<file path="src/hdl/bgd_pkg.sv">
// ----------------------------------------------------------------------------
// Button gesture detector package
// Shared types, register indexes, reset values and widths for the button
// gesture detector.
// ----------------------------------------------------------------------------
`default_nettype none

package bgd_pkg;

    // Field widths
    localparam int unsigned TIME_W  = 32;
    localparam int unsigned CFG_W   = 16;
    localparam int unsigned CNT_W   = 8;
    localparam int unsigned EVENT_W = 3;
    localparam int unsigned INDEX_W = 2;

    // Configuration register indexes
    localparam logic [INDEX_W-1:0] CFG_DEBOUNCE   = 2'd0;
    localparam logic [INDEX_W-1:0] CFG_LONG_PRESS = 2'd1;
    localparam logic [INDEX_W-1:0] CFG_CLICK_GAP  = 2'd2;

    // Configuration reset values
    localparam logic [CFG_W-1:0] DEBOUNCE_RST   = 16'd50;
    localparam logic [CFG_W-1:0] LONG_PRESS_RST = 16'd1000;
    localparam logic [CFG_W-1:0] CLICK_GAP_RST  = 16'd300;

    // Click count limit, the count that ends a gesture early and the single click count
    localparam logic [CNT_W-1:0] CNT_MAX    = 8'd255;
    localparam logic [CNT_W-1:0] CNT_DOUBLE = 8'd2;
    localparam logic [CNT_W-1:0] CNT_SINGLE = 8'd1;

    // Gesture states
    typedef enum logic [2:0] {
        ST_IDLE     = 3'd0,
        ST_DOWN     = 3'd1,
        ST_UP       = 3'd2,
        ST_COUNT    = 3'd3,
        ST_HELD     = 3'd4,
        ST_RELEASED = 3'd5
    } t_gest_state;

    // Reported events
    typedef enum logic [EVENT_W-1:0] {
        EV_NONE      = 3'd0,
        EV_CLICK     = 3'd1,
        EV_DOUBLE    = 3'd2,
        EV_LONG      = 3'd3,
        EV_LONG_REL  = 3'd4
    } t_gest_event;

    // Debounce result handed to the gesture machine
    typedef struct packed {
        logic pressed;
    } t_deb_status;

    // Gesture machine request back to the debouncer
    typedef struct packed {
        logic clear;
    } t_gest_ctl;

endpackage

`default_nettype wire

</file>
<file path="src/hdl/button_gesture_detector_unit.sv">
// ----------------------------------------------------------------------------
// Button gesture detector
// Debounces polled button levels and reports click, double click, long press
// start and long press release events, one result word per poll word.
// ----------------------------------------------------------------------------
// Each poll word carries the raw button level and a millisecond timestamp and
// produces exactly one result word with the event code and the debounced
// level. A poll is taken every clock cycle while the skid register is empty:
// the debounce and gesture state update in the cycle of acceptance and the
// result lands in an output register, with a one-word skid register so the
// input can take one more word while the output is stalled. The user writes
// the three timing registers through the config port only while no poll is in
// flight (not enforced by the block); indexes beyond the last register are ignored.
`default_nettype none

module button_gesture_detector_unit (
    input  wire          i_clk,
    input  wire          i_rst_n,
    // Poll words
    input  wire          s_axis_tvalid,
    output logic         s_axis_tready,
    input  wire  [39:0]  s_axis_tdata,   // [0] pin_level, [32:1] time_ms, rest zero
    // Result words
    output logic         m_axis_tvalid,
    input  wire          m_axis_tready,
    output logic [7:0]   m_axis_tdata,   // [2:0] gesture_event, [3] stable_level, rest zero
    // Configuration writes
    input  wire                               i_cfg_valid,
    output logic                              o_cfg_ready,
    input  wire  [bgd_pkg::INDEX_W-1:0]       i_cfg_index,
    input  wire  [bgd_pkg::CFG_W-1:0]         i_cfg_data
);

    logic [bgd_pkg::CFG_W-1:0]   r_debounce_ms;
    logic [bgd_pkg::CFG_W-1:0]   r_long_press_ms;
    logic [bgd_pkg::CFG_W-1:0]   r_click_gap_ms;
    logic                        r_out_valid;
    logic [7:0]                  r_out_data;
    logic                        r_skid_valid;
    logic [7:0]                  r_skid_data;
    logic                        n_out_valid;
    logic [7:0]                  n_out_data;
    logic                        n_skid_valid;
    logic [7:0]                  n_skid_data;
    logic                        accept;
    logic                        take;
    logic                        level;
    logic [bgd_pkg::TIME_W-1:0]  now;
    logic                        stable;
    logic [7:0]                  result;
    bgd_pkg::t_deb_status        deb_status;
    bgd_pkg::t_gest_ctl          gest_ctl;
    bgd_pkg::t_gest_event        gest_event;

    assign level         = s_axis_tdata[0];
    assign now           = s_axis_tdata[32:1];
    assign s_axis_tready = !r_skid_valid;
    assign accept        = s_axis_tvalid && s_axis_tready;
    assign take          = r_out_valid && m_axis_tready;
    assign m_axis_tvalid = r_out_valid;
    assign m_axis_tdata  = r_out_data;
    assign o_cfg_ready   = 1'b1;

    // Configuration registers.
    always_ff @(posedge i_clk) begin
        if (!i_rst_n) begin
            r_debounce_ms   <= bgd_pkg::DEBOUNCE_RST;
            r_long_press_ms <= bgd_pkg::LONG_PRESS_RST;
            r_click_gap_ms  <= bgd_pkg::CLICK_GAP_RST;
        end else if (i_cfg_valid) begin
            if (i_cfg_index == bgd_pkg::CFG_DEBOUNCE) begin
                r_debounce_ms <= i_cfg_data;
            end
            if (i_cfg_index == bgd_pkg::CFG_LONG_PRESS) begin
                r_long_press_ms <= i_cfg_data;
            end
            if (i_cfg_index == bgd_pkg::CFG_CLICK_GAP) begin
                r_click_gap_ms <= i_cfg_data;
            end
        end
    end

    bgd_debounce u_debounce (
        .i_clk         (i_clk),
        .i_rst_n       (i_rst_n),
        .i_accept      (accept),
        .i_level       (level),
        .i_now         (now),
        .i_debounce_ms (r_debounce_ms),
        .i_ctl         (gest_ctl),
        .o_status      (deb_status),
        .o_stable      (stable)
    );

    bgd_fsm u_fsm (
        .i_clk           (i_clk),
        .i_rst_n         (i_rst_n),
        .i_accept        (accept),
        .i_now           (now),
        .i_long_press_ms (r_long_press_ms),
        .i_click_gap_ms  (r_click_gap_ms),
        .i_status        (deb_status),
        .o_ctl           (gest_ctl),
        .o_event         (gest_event)
    );

    assign result = {4'b0000, stable, gest_event};

    // Output register with a one-word skid stage behind it.
    always_comb begin
        n_out_valid  = r_out_valid;
        n_out_data   = r_out_data;
        n_skid_valid = r_skid_valid;
        n_skid_data  = r_skid_data;
        if (!r_out_valid || take) begin
            if (r_skid_valid) begin
                n_out_valid  = 1'b1;
                n_out_data   = r_skid_data;
                n_skid_valid = 1'b0;
            end else begin
                n_out_valid = accept;
                n_out_data  = result;
            end
        end else if (accept) begin
            n_skid_valid = 1'b1;
            n_skid_data  = result;
        end
    end

    always_ff @(posedge i_clk) begin
        if (!i_rst_n) begin
            r_out_valid  <= 1'b0;
            r_skid_valid <= 1'b0;
        end else begin
            r_out_valid  <= n_out_valid;
            r_skid_valid <= n_skid_valid;
        end
    end

    always_ff @(posedge i_clk) begin
        r_out_data  <= n_out_data;
        r_skid_data <= n_skid_data;
    end

    // The skid stage only holds a word behind a waiting output word.
    a_skid_behind: assert property (@(posedge i_clk) disable iff (!i_rst_n)
        r_skid_valid |-> r_out_valid)
        else $error("skid word held with an empty output register");

    // A word accepted against a stalled output lands in the skid stage.
    a_skid_fill: assert property (@(posedge i_clk) disable iff (!i_rst_n)
        (accept && r_out_valid && !m_axis_tready) |=> r_skid_valid)
        else $error("accepted word lost behind a stalled output");

    // The skid word moves forward as soon as the output word is taken.
    a_skid_drain: assert property (@(posedge i_clk) disable iff (!i_rst_n)
        (r_skid_valid && take) |=> (r_out_valid && r_out_data == $past(r_skid_data)))
        else $error("skid word not forwarded after the output was taken");

endmodule

`default_nettype wire

</file>
<file path="src/hdl/bgd_debounce.sv">
// ----------------------------------------------------------------------------
// Button gesture detector debouncer
// Accepts a raw level once it has held unchanged for the debounce time and
// clears its stored levels when the gesture machine ends a gesture.
// ----------------------------------------------------------------------------
`default_nettype none

module bgd_debounce (
    input  wire                                i_clk,
    input  wire                                i_rst_n,
    input  wire                                i_accept,
    input  wire                                i_level,
    input  wire  [bgd_pkg::TIME_W-1:0]         i_now,
    input  wire  [bgd_pkg::CFG_W-1:0]          i_debounce_ms,
    input  bgd_pkg::t_gest_ctl                 i_ctl,
    output bgd_pkg::t_deb_status               o_status,
    output logic                               o_stable
);

    logic                        r_raw;
    logic                        r_deb;
    logic [bgd_pkg::TIME_W-1:0]  r_change;
    logic                        n_raw;
    logic                        n_deb;
    logic [bgd_pkg::TIME_W-1:0]  n_change;
    logic [bgd_pkg::TIME_W-1:0]  elapsed;
    logic                        same;
    logic                        deb_pre;

    // Level filter: take the raw level once it has held long enough.
    always_comb begin
        same     = (r_raw == i_level);
        elapsed  = i_now - r_change;
        deb_pre  = (same && (elapsed >= {{(bgd_pkg::TIME_W-bgd_pkg::CFG_W){1'b0}},
                                         i_debounce_ms})) ? i_level : r_deb;
        n_change = same ? r_change : i_now;
        n_raw    = i_ctl.clear ? 1'b0 : i_level;
        n_deb    = i_ctl.clear ? 1'b0 : deb_pre;
    end

    assign o_status.pressed = deb_pre;
    assign o_stable         = n_deb;

    // State registers advance once per accepted word.
    always_ff @(posedge i_clk) begin
        if (!i_rst_n) begin
            r_raw    <= 1'b0;
            r_deb    <= 1'b0;
            r_change <= '0;
        end else if (i_accept) begin
            r_raw    <= n_raw;
            r_deb    <= n_deb;
            r_change <= n_change;
        end
    end

    // A level change always restarts the hold timer.
    a_change_restart: assert property (@(posedge i_clk) disable iff (!i_rst_n)
        (i_accept && !i_ctl.clear && (r_raw != i_level)) |=> (r_change == $past(i_now)))
        else $error("hold timer not restarted on a level change");

    // A cleared gesture leaves both stored levels low.
    a_clear_levels: assert property (@(posedge i_clk) disable iff (!i_rst_n)
        (i_accept && i_ctl.clear) |=> (!r_raw && !r_deb))
        else $error("stored levels not cleared at the end of a gesture");

endmodule

`default_nettype wire

</file>
<file path="src/hdl/bgd_fsm.sv">
// ----------------------------------------------------------------------------
// Button gesture detector state machine
// Tracks press, release and click phases from the debounced level and
// reports one event per word.
// ----------------------------------------------------------------------------
`default_nettype none

module bgd_fsm (
    input  wire                                i_clk,
    input  wire                                i_rst_n,
    input  wire                                i_accept,
    input  wire  [bgd_pkg::TIME_W-1:0]         i_now,
    input  wire  [bgd_pkg::CFG_W-1:0]          i_long_press_ms,
    input  wire  [bgd_pkg::CFG_W-1:0]          i_click_gap_ms,
    input  bgd_pkg::t_deb_status               i_status,
    output bgd_pkg::t_gest_ctl                 o_ctl,
    output bgd_pkg::t_gest_event               o_event
);

    bgd_pkg::t_gest_state        r_state;
    bgd_pkg::t_gest_state        n_state;
    logic [bgd_pkg::TIME_W-1:0]  r_phase;
    logic [bgd_pkg::TIME_W-1:0]  n_phase;
    logic [bgd_pkg::CNT_W-1:0]   r_count;
    logic [bgd_pkg::CNT_W-1:0]   n_count;
    logic [bgd_pkg::TIME_W-1:0]  wait_ms;
    logic                        long_hit;
    logic                        gap_hit;
    logic                        count_done;
    logic                        pressed;

    // Phase timing compares.
    always_comb begin
        pressed    = i_status.pressed;
        wait_ms    = i_now - r_phase;
        long_hit   = wait_ms > {{(bgd_pkg::TIME_W-bgd_pkg::CFG_W){1'b0}}, i_long_press_ms};
        gap_hit    = wait_ms >= {{(bgd_pkg::TIME_W-bgd_pkg::CFG_W){1'b0}}, i_click_gap_ms};
        count_done = gap_hit || (r_count == bgd_pkg::CNT_DOUBLE);
    end

    // Next state, phase start and click count.
    always_comb begin
        n_state     = r_state;
        n_phase     = r_phase;
        n_count     = r_count;
        o_ctl.clear = 1'b0;
        unique case (r_state)
            bgd_pkg::ST_IDLE: begin
                if (pressed) begin
                    n_state = bgd_pkg::ST_DOWN;
                    n_phase = i_now;
                    n_count = '0;
                end
            end
            bgd_pkg::ST_DOWN: begin
                if (!pressed) begin
                    n_state = bgd_pkg::ST_UP;
                    n_phase = i_now;
                end else if (long_hit) begin
                    n_state = bgd_pkg::ST_HELD;
                end
            end
            bgd_pkg::ST_UP: begin
                if (r_count != bgd_pkg::CNT_MAX) begin
                    n_count = r_count + 1'b1;
                end
                n_state = bgd_pkg::ST_COUNT;
            end
            bgd_pkg::ST_COUNT: begin
                if (pressed) begin
                    n_state = bgd_pkg::ST_DOWN;
                    n_phase = i_now;
                end else if (count_done) begin
                    o_ctl.clear = 1'b1;
                end
            end
            bgd_pkg::ST_HELD: begin
                if (!pressed) begin
                    n_state = bgd_pkg::ST_RELEASED;
                    n_phase = i_now;
                end
            end
            bgd_pkg::ST_RELEASED: begin
                o_ctl.clear = 1'b1;
            end
            default: begin
                n_state = bgd_pkg::ST_IDLE;
            end
        endcase
        // The end of a gesture returns everything to its idle values.
        if (o_ctl.clear) begin
            n_state = bgd_pkg::ST_IDLE;
            n_phase = '0;
            n_count = '0;
        end
    end

    // Event output.
    always_comb begin
        o_event = bgd_pkg::EV_NONE;
        unique case (r_state)
            bgd_pkg::ST_DOWN: begin
                if (pressed && long_hit) begin
                    o_event = bgd_pkg::EV_LONG;
                end
            end
            bgd_pkg::ST_COUNT: begin
                if (!pressed && count_done) begin
                    if (r_count == bgd_pkg::CNT_SINGLE) begin
                        o_event = bgd_pkg::EV_CLICK;
                    end else if (r_count == bgd_pkg::CNT_DOUBLE) begin
                        o_event = bgd_pkg::EV_DOUBLE;
                    end
                end
            end
            bgd_pkg::ST_RELEASED: begin
                o_event = bgd_pkg::EV_LONG_REL;
            end
            default: begin
                o_event = bgd_pkg::EV_NONE;
            end
        endcase
    end

    // State registers advance once per accepted word.
    always_ff @(posedge i_clk) begin
        if (!i_rst_n) begin
            r_state <= bgd_pkg::ST_IDLE;
            r_phase <= '0;
            r_count <= '0;
        end else if (i_accept) begin
            r_state <= n_state;
            r_phase <= n_phase;
            r_count <= n_count;
        end
    end

    // A click or double click report always ends the gesture.
    a_click_ends: assert property (@(posedge i_clk) disable iff (!i_rst_n)
        (i_accept && (o_event == bgd_pkg::EV_CLICK || o_event == bgd_pkg::EV_DOUBLE))
        |=> (r_state == bgd_pkg::ST_IDLE && r_count == '0))
        else $error("click report did not end the gesture");

    // Long press start moves the machine to the held state.
    a_long_held: assert property (@(posedge i_clk) disable iff (!i_rst_n)
        (i_accept && o_event == bgd_pkg::EV_LONG) |=> (r_state == bgd_pkg::ST_HELD))
        else $error("long press start without entering the held state");

    // Counting a release never leaves the click count at zero.
    a_count_up: assert property (@(posedge i_clk) disable iff (!i_rst_n)
        (i_accept && r_state == bgd_pkg::ST_UP) |=> (r_count != '0))
        else $error("release was not counted");

endmodule

`default_nettype wire
</file>
<file path="config.mk">
export PLATFORM = sky130hd
export DESIGN_NAME = button_gesture_detector_unit
export DESIGN_NICKNAME = d
export VERILOG_FILES = /design/src/hdl/bgd_pkg.sv /design/src/hdl/button_gesture_detector_unit.sv /design/src/hdl/bgd_debounce.sv /design/src/hdl/bgd_fsm.sv
export SDC_FILE = /design/constraint.sdc
export NUM_CORES = 1
export LEC_CHECK = 0
export BUFFER_PORTS_ARGS = -buffer_cell sky130_fd_sc_hd__buf_2
export CAP_MARGIN = 20
export CORE_ASPECT_RATIO = 2
export CORE_UTILIZATION = 55
export CTS_BUF_LIST = sky130_fd_sc_hd__clkbuf_2 sky130_fd_sc_hd__clkbuf_4 sky130_fd_sc_hd__clkbuf_8
export DETAILED_ROUTE_END_ITERATION = 10
export PLACE_DENSITY_LB_ADDON = 0.1
export SLEW_MARGIN = 20
export SYNTH_ARGS = -nofsm -noshare
export SYNTH_HDL_FRONTEND = slang
export SYNTH_SLANG_ARGS = --single-unit
</file>
<file path="constraint.sdc">
create_clock -name i_clk -period 5.1 [get_ports i_clk]
set_clock_uncertainty 0.15 [all_clocks]
set_input_delay 0.255 -clock i_clk [delete_from_list [all_inputs] [get_ports i_clk]]
set_output_delay 0.255 -clock i_clk [all_outputs]
set_load 0.02 [all_outputs]
</file>
# Word level (Yosys, flattened, before mapping)
# Index checks and enable logic that the tools add are counted.
# totals
reg_bits	135
in_bits	63
out_inout_bits	11
# classes
n_addsub	3
order_cmp	3
n_eq_ne	18
mux	27
bitwise_logic	3
reduce_logical	25
# ops
op	n
$mux W32	3
$ge A32 B16 Y1	2
$pmux W32 S2	1
$sub A32 B32 Y32	2
$gt A32 B16 Y1	1
$mux W8	3
$mux W3	7
$pmux W8 S2	1
$pmux W3 S5	1
$reduce_and A2 Y1	5
$pmux W3 S3	1
$add A8 B1 Y8 const B	1
$eq A8 B1 Y1 const B	1
$eq A8 B2 Y1 const B	1
$ne A8 B8 Y1 const B	1
$reduce_and A4 Y1	2
$eq A3 B2 Y1 const B	2
$eq A3 B3 Y1 const B	2
$mux W1	6
$ne A3 B2 Y1 const B	2
$ne A3 B3 Y1 const B	2
$reduce_bool A3 Y1	2
$reduce_or A2 Y1	3
$logic_and A1 B1 Y1	5
16 further kinds	22

# Depth between registers and ports, before layout
# logic_depth
depth_word	9
ltp_mapped	26

# Modules after synthesis
# A second synthesis with hierarchy kept.
# hier_totals
hier_cells	1457
hier_area_um2	11522.3
# modules_own_cells
module	instances	cells_per_inst	area_per_inst_um2	seq_area_each_um2
bgd_fsm	1	703	5412.7	860.8
bgd_debounce	1	540	3806.2	680.7
button_gesture_detector_unit	1	214	2303.5	1241.2

# Worst setup path after synthesis
# No wires, ideal clock.
# synth_path
path_kind	input-to-reg
start	in s_axis_tdata[1]
end	reg u_fsm.r_count[0] (netlist name)
arrival_time_ns	4.814
required_time_ns	4.812
path_slack_ns	-0.002
cell_stages	25
path_buffers	1
cell_sequence	inv_1 ha_1 fa_1 nand2b_1 a21o_1 nand2b_1 a21oi_1 nor2b_1 o21a_1 nor3_1 a2111oi_0 ha_1 nand4_1 inv_1 a21oi_1 o221ai_1 a211oi_1 nand4_1 or4_4 o31a_1 or2_1 buf_2 or4_4 nand2_2 a31oi_1
# synth_between
elab_chain_cells	8
elab_cells_between_ends	15
cone_classes	2 x add/sub; 2 x order compare; 2 x eq/ne; 5 x mux; 4 x reduce/logical
# synth_rtl
element	line_no	source
start, declared	button_gesture_detector_unit.sv:22	input wire [39:0] s_axis_tdata,
$sub A32 B32 Y32, on equally long branches	bgd_fsm.sv:35, bgd_debounce.sv:33	
$ge A32 B16 Y1, on equally long branches	bgd_fsm.sv:37, bgd_debounce.sv:34	
$logic_or A1 B1 Y1 / $logic_and A1 B1 Y1 (equally long branches)	bgd_fsm.sv:38, bgd_debounce.sv:34	
$mux W1, on equally long branches	bgd_fsm.sv:73, bgd_debounce.sv:35	
$mux W1	bgd_fsm.sv:70	if (pressed) begin
$pmux W1 S2	bgd_fsm.sv:47	unique case (r_state)
$ne A3 B2 Y1 (no line) / $reduce_bool A3 Y1 (equally long branches)	-	
$reduce_and A4 Y1 (no line)	-	
end signal, assigned	bgd_fsm.sv:134	r_count <= n_count;
end, declared	bgd_fsm.sv:24	logic [bgd_pkg::CNT_W-1:0] r_count;
# Parallel ways exist; a longest one is shown, timed or not.
# A chain may end at the register's enable or synchronous reset.

# Worst setup path after layout
# layout_path
start	reg u_debounce.r_change[0] (netlist name)
end	reg u_fsm.r_phase[6] (netlist name)
# layout_between
elab_chain_cells	8
elab_cells_between_ends	11
cone_classes	1 x add/sub; 1 x order compare; 2 x eq/ne; 4 x mux; 3 x reduce/logical
# layout_rtl
element	line_no	source
start, declared	bgd_debounce.sv:22	logic [bgd_pkg::TIME_W-1:0] r_change;
start signal, assigned	bgd_debounce.sv:53	r_change <= n_change;
$sub A32 B32 Y32 (*)	bgd_debounce.sv:33	elapsed = i_now - r_change;
$ge A32 B16 Y1 (*)	bgd_debounce.sv:34	deb_pre = (same && (elapsed >= {{(bgd_pkg::TIME_W-bgd_pkg::CFG_W){1'b0}},
$logic_and A1 B1 Y1 (*)	bgd_debounce.sv:34	
$mux W1 (*)	bgd_debounce.sv:35	i_debounce_ms})) ? i_level : r_deb;
$mux W1	bgd_fsm.sv:70	
$pmux W1 S2	bgd_fsm.sv:47	
$ne A3 B3 Y1 (no line) (tied with other cells)	-	
$reduce_and A4 Y1 (no line)	-	
end signal, assigned	bgd_fsm.sv:133	r_phase <= n_phase;
end, declared	bgd_fsm.sv:22	logic [bgd_pkg::TIME_W-1:0] r_phase;
# Mark *: on every way between the ends. The rest lies on a longest branch, timed or not.

==> results.ini <==
[run_status]
status = finished, violations left
violations = setup timing

[detailed_routing]
wl_per_cell_um = 18.7
num_vias = 11158
drc = 0
wl_met1_um = 12500
drt-initial-drc-count = 500
wl_met2_um = 18300
firstDrtPassIters = 5
via_per_inst = 5.92
dr_wl_met3_um = 1640
drt-total-wl_um = 35400
ant_nets = 0
topRoutingLayerUsed = met4

[grt]
grt_pass1_vias = 11087
antenna_found_initial = 0
grt.total_usage_pct = 35.4
grt.overflow.total = 0
grt_pass1_wl_um = 55200
grt_max_degree = 89

[pwr]
peakVddDrop_v = 0.000202
p_seq_share_pct = 34.7
power_density_nw_per_um2 = 248
switching_share_pct = 35.4
power_leakage_nw = 5.36
comb_power_share_pct = 34.7
p_int_w = 0.00211
pwr-share-clk_pct = 30.6
switching_power_w = 0.00116

[cells_and_area]
final_area_um2 = 13200
num-fill-cells = 1712
seq_area_um2 = 2790
drive_above_1_share_pct = 15.9
multi_input_area_um2 = 7600
diodes = 0
areaGrowthSynthToFinish_pct = 20.4
nets = 1792

[clock_network]
clock_latency_ns = 0.49
cts_buffers = 17
clk_pin_slew_ns = 0.08
clkSinkCount = 135
htree_levels = 4
cts_tree = built
clockBufferDepth = 2
root_buffer = clkbuf_8

[synth]
ys.flop_type = dfxtp_1
ys_seq_area_share_pct = 25.4
synth_area_leader_cell = dfxtp_1
netlist_instances = 1471
synth-edff-count = 8
async_flop_share_pct = 0
yosysWarnings = 0
synth_most_common_cell = nand2_1
synth_common_cells = 268 x nand2_1, 159 x a21oi_1, 136 x inv_1
yosys-top-cells-area = dfxtp_1 23%, ha_1 13%, nand2_1 9.2%, a21oi_1 7.3%, inv_1 4.7%
syn_area_per_cell_um2 = 7.45
ys_types = 91
synth_seq_cells = 135
synth_top_area_share_pct = 23.2
syn_area_um2 = 11000

[timing]
drv_slew = 0
hold_viol_final = 0
rsz0062_at_grt = true
worstMarginPinSlew_ns = 0.941
hold_ws_ns = 0.0181
finalSetupViolCount = 24
fin_crit_ns = 5.20
max_freq_mhz = 192
period_share_pct = 102
max-slew-margin-rel_pct = 37.3
worst_slack_ns = -0.0998

[die]
fp.coreArea_um2 = 19500
start_util_pct = 56.3
num_io_pins = 74
num_rows = 72
die_area_um2 = 20500
die_w_um = 102
die_h_um = 202

[setup_path]
cp_slowest_cell = or4b_4
required_ns = 5.37
end_kind = flop
startpoint_type = flop
worstSetupPathType = reg2reg
slowest_delay_ns = 0.54
cp_common_cell = buf_4
cp_max_fo = 8
reg2reg_from = u_debounce.r_change[0]
critPathArrivalTime_ns = 5.47
startpoint = u_debounce.r_change[0]

[worst_hold_path]
min_path_type = in2reg
hp-start = s_axis_tdata[3]

[placement]
gp_congestion = 0.964
hpwl_um = 26000
placed_area_um2 = 11800
io_buffer_count = 61

[run]
cap_violations = 0

==> per-stage QoR <==
stage | utilization [%] | setup TNS, ns | instances | setup WS, ns | total power (W)
global placement | 60.8 | -11.52 | 1794 | -0.268 | 0.00217
finish | 67.8 | -1.69 | 1886 | -0.0998 | 0.00327
global route | 67.8 | -11.09 | 1886 | -0.324 | 0.00343
floorplan | - | 0 | 1474 | 0.0308 | 0.00186
CTS | 66.9 | -1.65 | 1880 | -0.0778 | 0.00323
detailed placement | 60.8 | -16.91 | 1794 | -0.410 | 0.00218
==> worst paths after layout <==
kind	endpoint	slack, ns	cells after the start
max	u_fsm.r_phase[6]	-0.1	29
min	u_debounce.r_change[2]	0.02	4
max reg2reg	u_fsm.r_phase[6]	-0.1	29
min reg2reg	r_click_gap_ms[12]	0.31	2
==> sequential cells by signal, summed over array words and instances, names as in the netlist <==
name	cells
r_skid_valid	1
r_long_press_ms	16
u_fsm.r_count	8
u_fsm.r_state	3
u_fsm.r_phase	32
r_debounce_ms	16
u_debounce.r_change	32
m_axis_tvalid	1
r_skid_data	4
u_debounce.r_raw	1
u_debounce.r_deb	1
r_click_gap_ms	16
m_axis_tdata	4
==> logic make-up after synthesis <==
| logic type | share of synthesized area (%) |
|---|---|
| compound gates | 23.7 |
| xor+xnor | 3.28 |
| fa+ha+maj | 13.3 |
| buf+inv | 8.22 |
| flops | 25.4 |
| mux | 3.60 |
| other cells | 0.0685 |
| simple gates | 22.4 |
==> per-layer routing <==
layer / track usage (%) / vias up
li1: - / 5478
met1: 33.5 / 5214
met2: 64.1 / 327
met3: 6.95 / 139
met4: 28.2 / 0
met5: 0 / -
==> cell usage in the layout, fill, tap and decap left out, drive strengths merged, types with 27 or more instances in the layout <==
cell type / n
a21oi: 165
ha: 113
nand3: 61
buf: 154
o21ai: 65
nand2: 269
nor2: 51
dfxtp: 127
mux2i: 36
a21o: 33
xnor2: 27
inv: 137
dlygate4sd3: 40
==> power by group through the flow <==
stage	combinational, W	sequential (W)	clock [W]
finish	0.00113	0.00113	0.00100
global placement	0.00101	0.00115	0
detailed placement	0.00103	0.00116	0
floorplan	0.000712	0.00115	0
global route	0.00124	0.00114	0.00105
CTS	0.00109	0.00113	0.00101
==> layout make-up <==
| class | count | share of cell area [%] |
|---|---|---|
| multi-input cells | 1129 | 57.6 |
| well taps | 259 | 2.46 |
| clock buffers | 18 | 1.83 |
| inverters | 136 | 3.87 |
| flip-flops and latches | 135 | 21.1 |
| clock inverters | 14 | 1.37 |
| repair buffers | 195 | 11.8 |
==> critical path: cells and delay by family (launching register included) <==
family          cells  cell delay [ns]
flops               1             0.34
xor+xnor            1             0.15
buf+inv            10             1.35
compound gates      6             0.87
fa+ha+maj           3             0.76
mux                 1             0.16
simple gates        8             1.35
==> what timing repair did <==
item | in CTS | in global routing
cloned | 3 | 1
setup buffers | 11 | 7
resized for setup | 46 | 28
pin swaps | 17 | 13
hold endpoints to repair | 93 | 0
endpoints found under the setup margin | 49 | 49
hold buffers | 40 | 0
(Power assumes the default switching activity.)
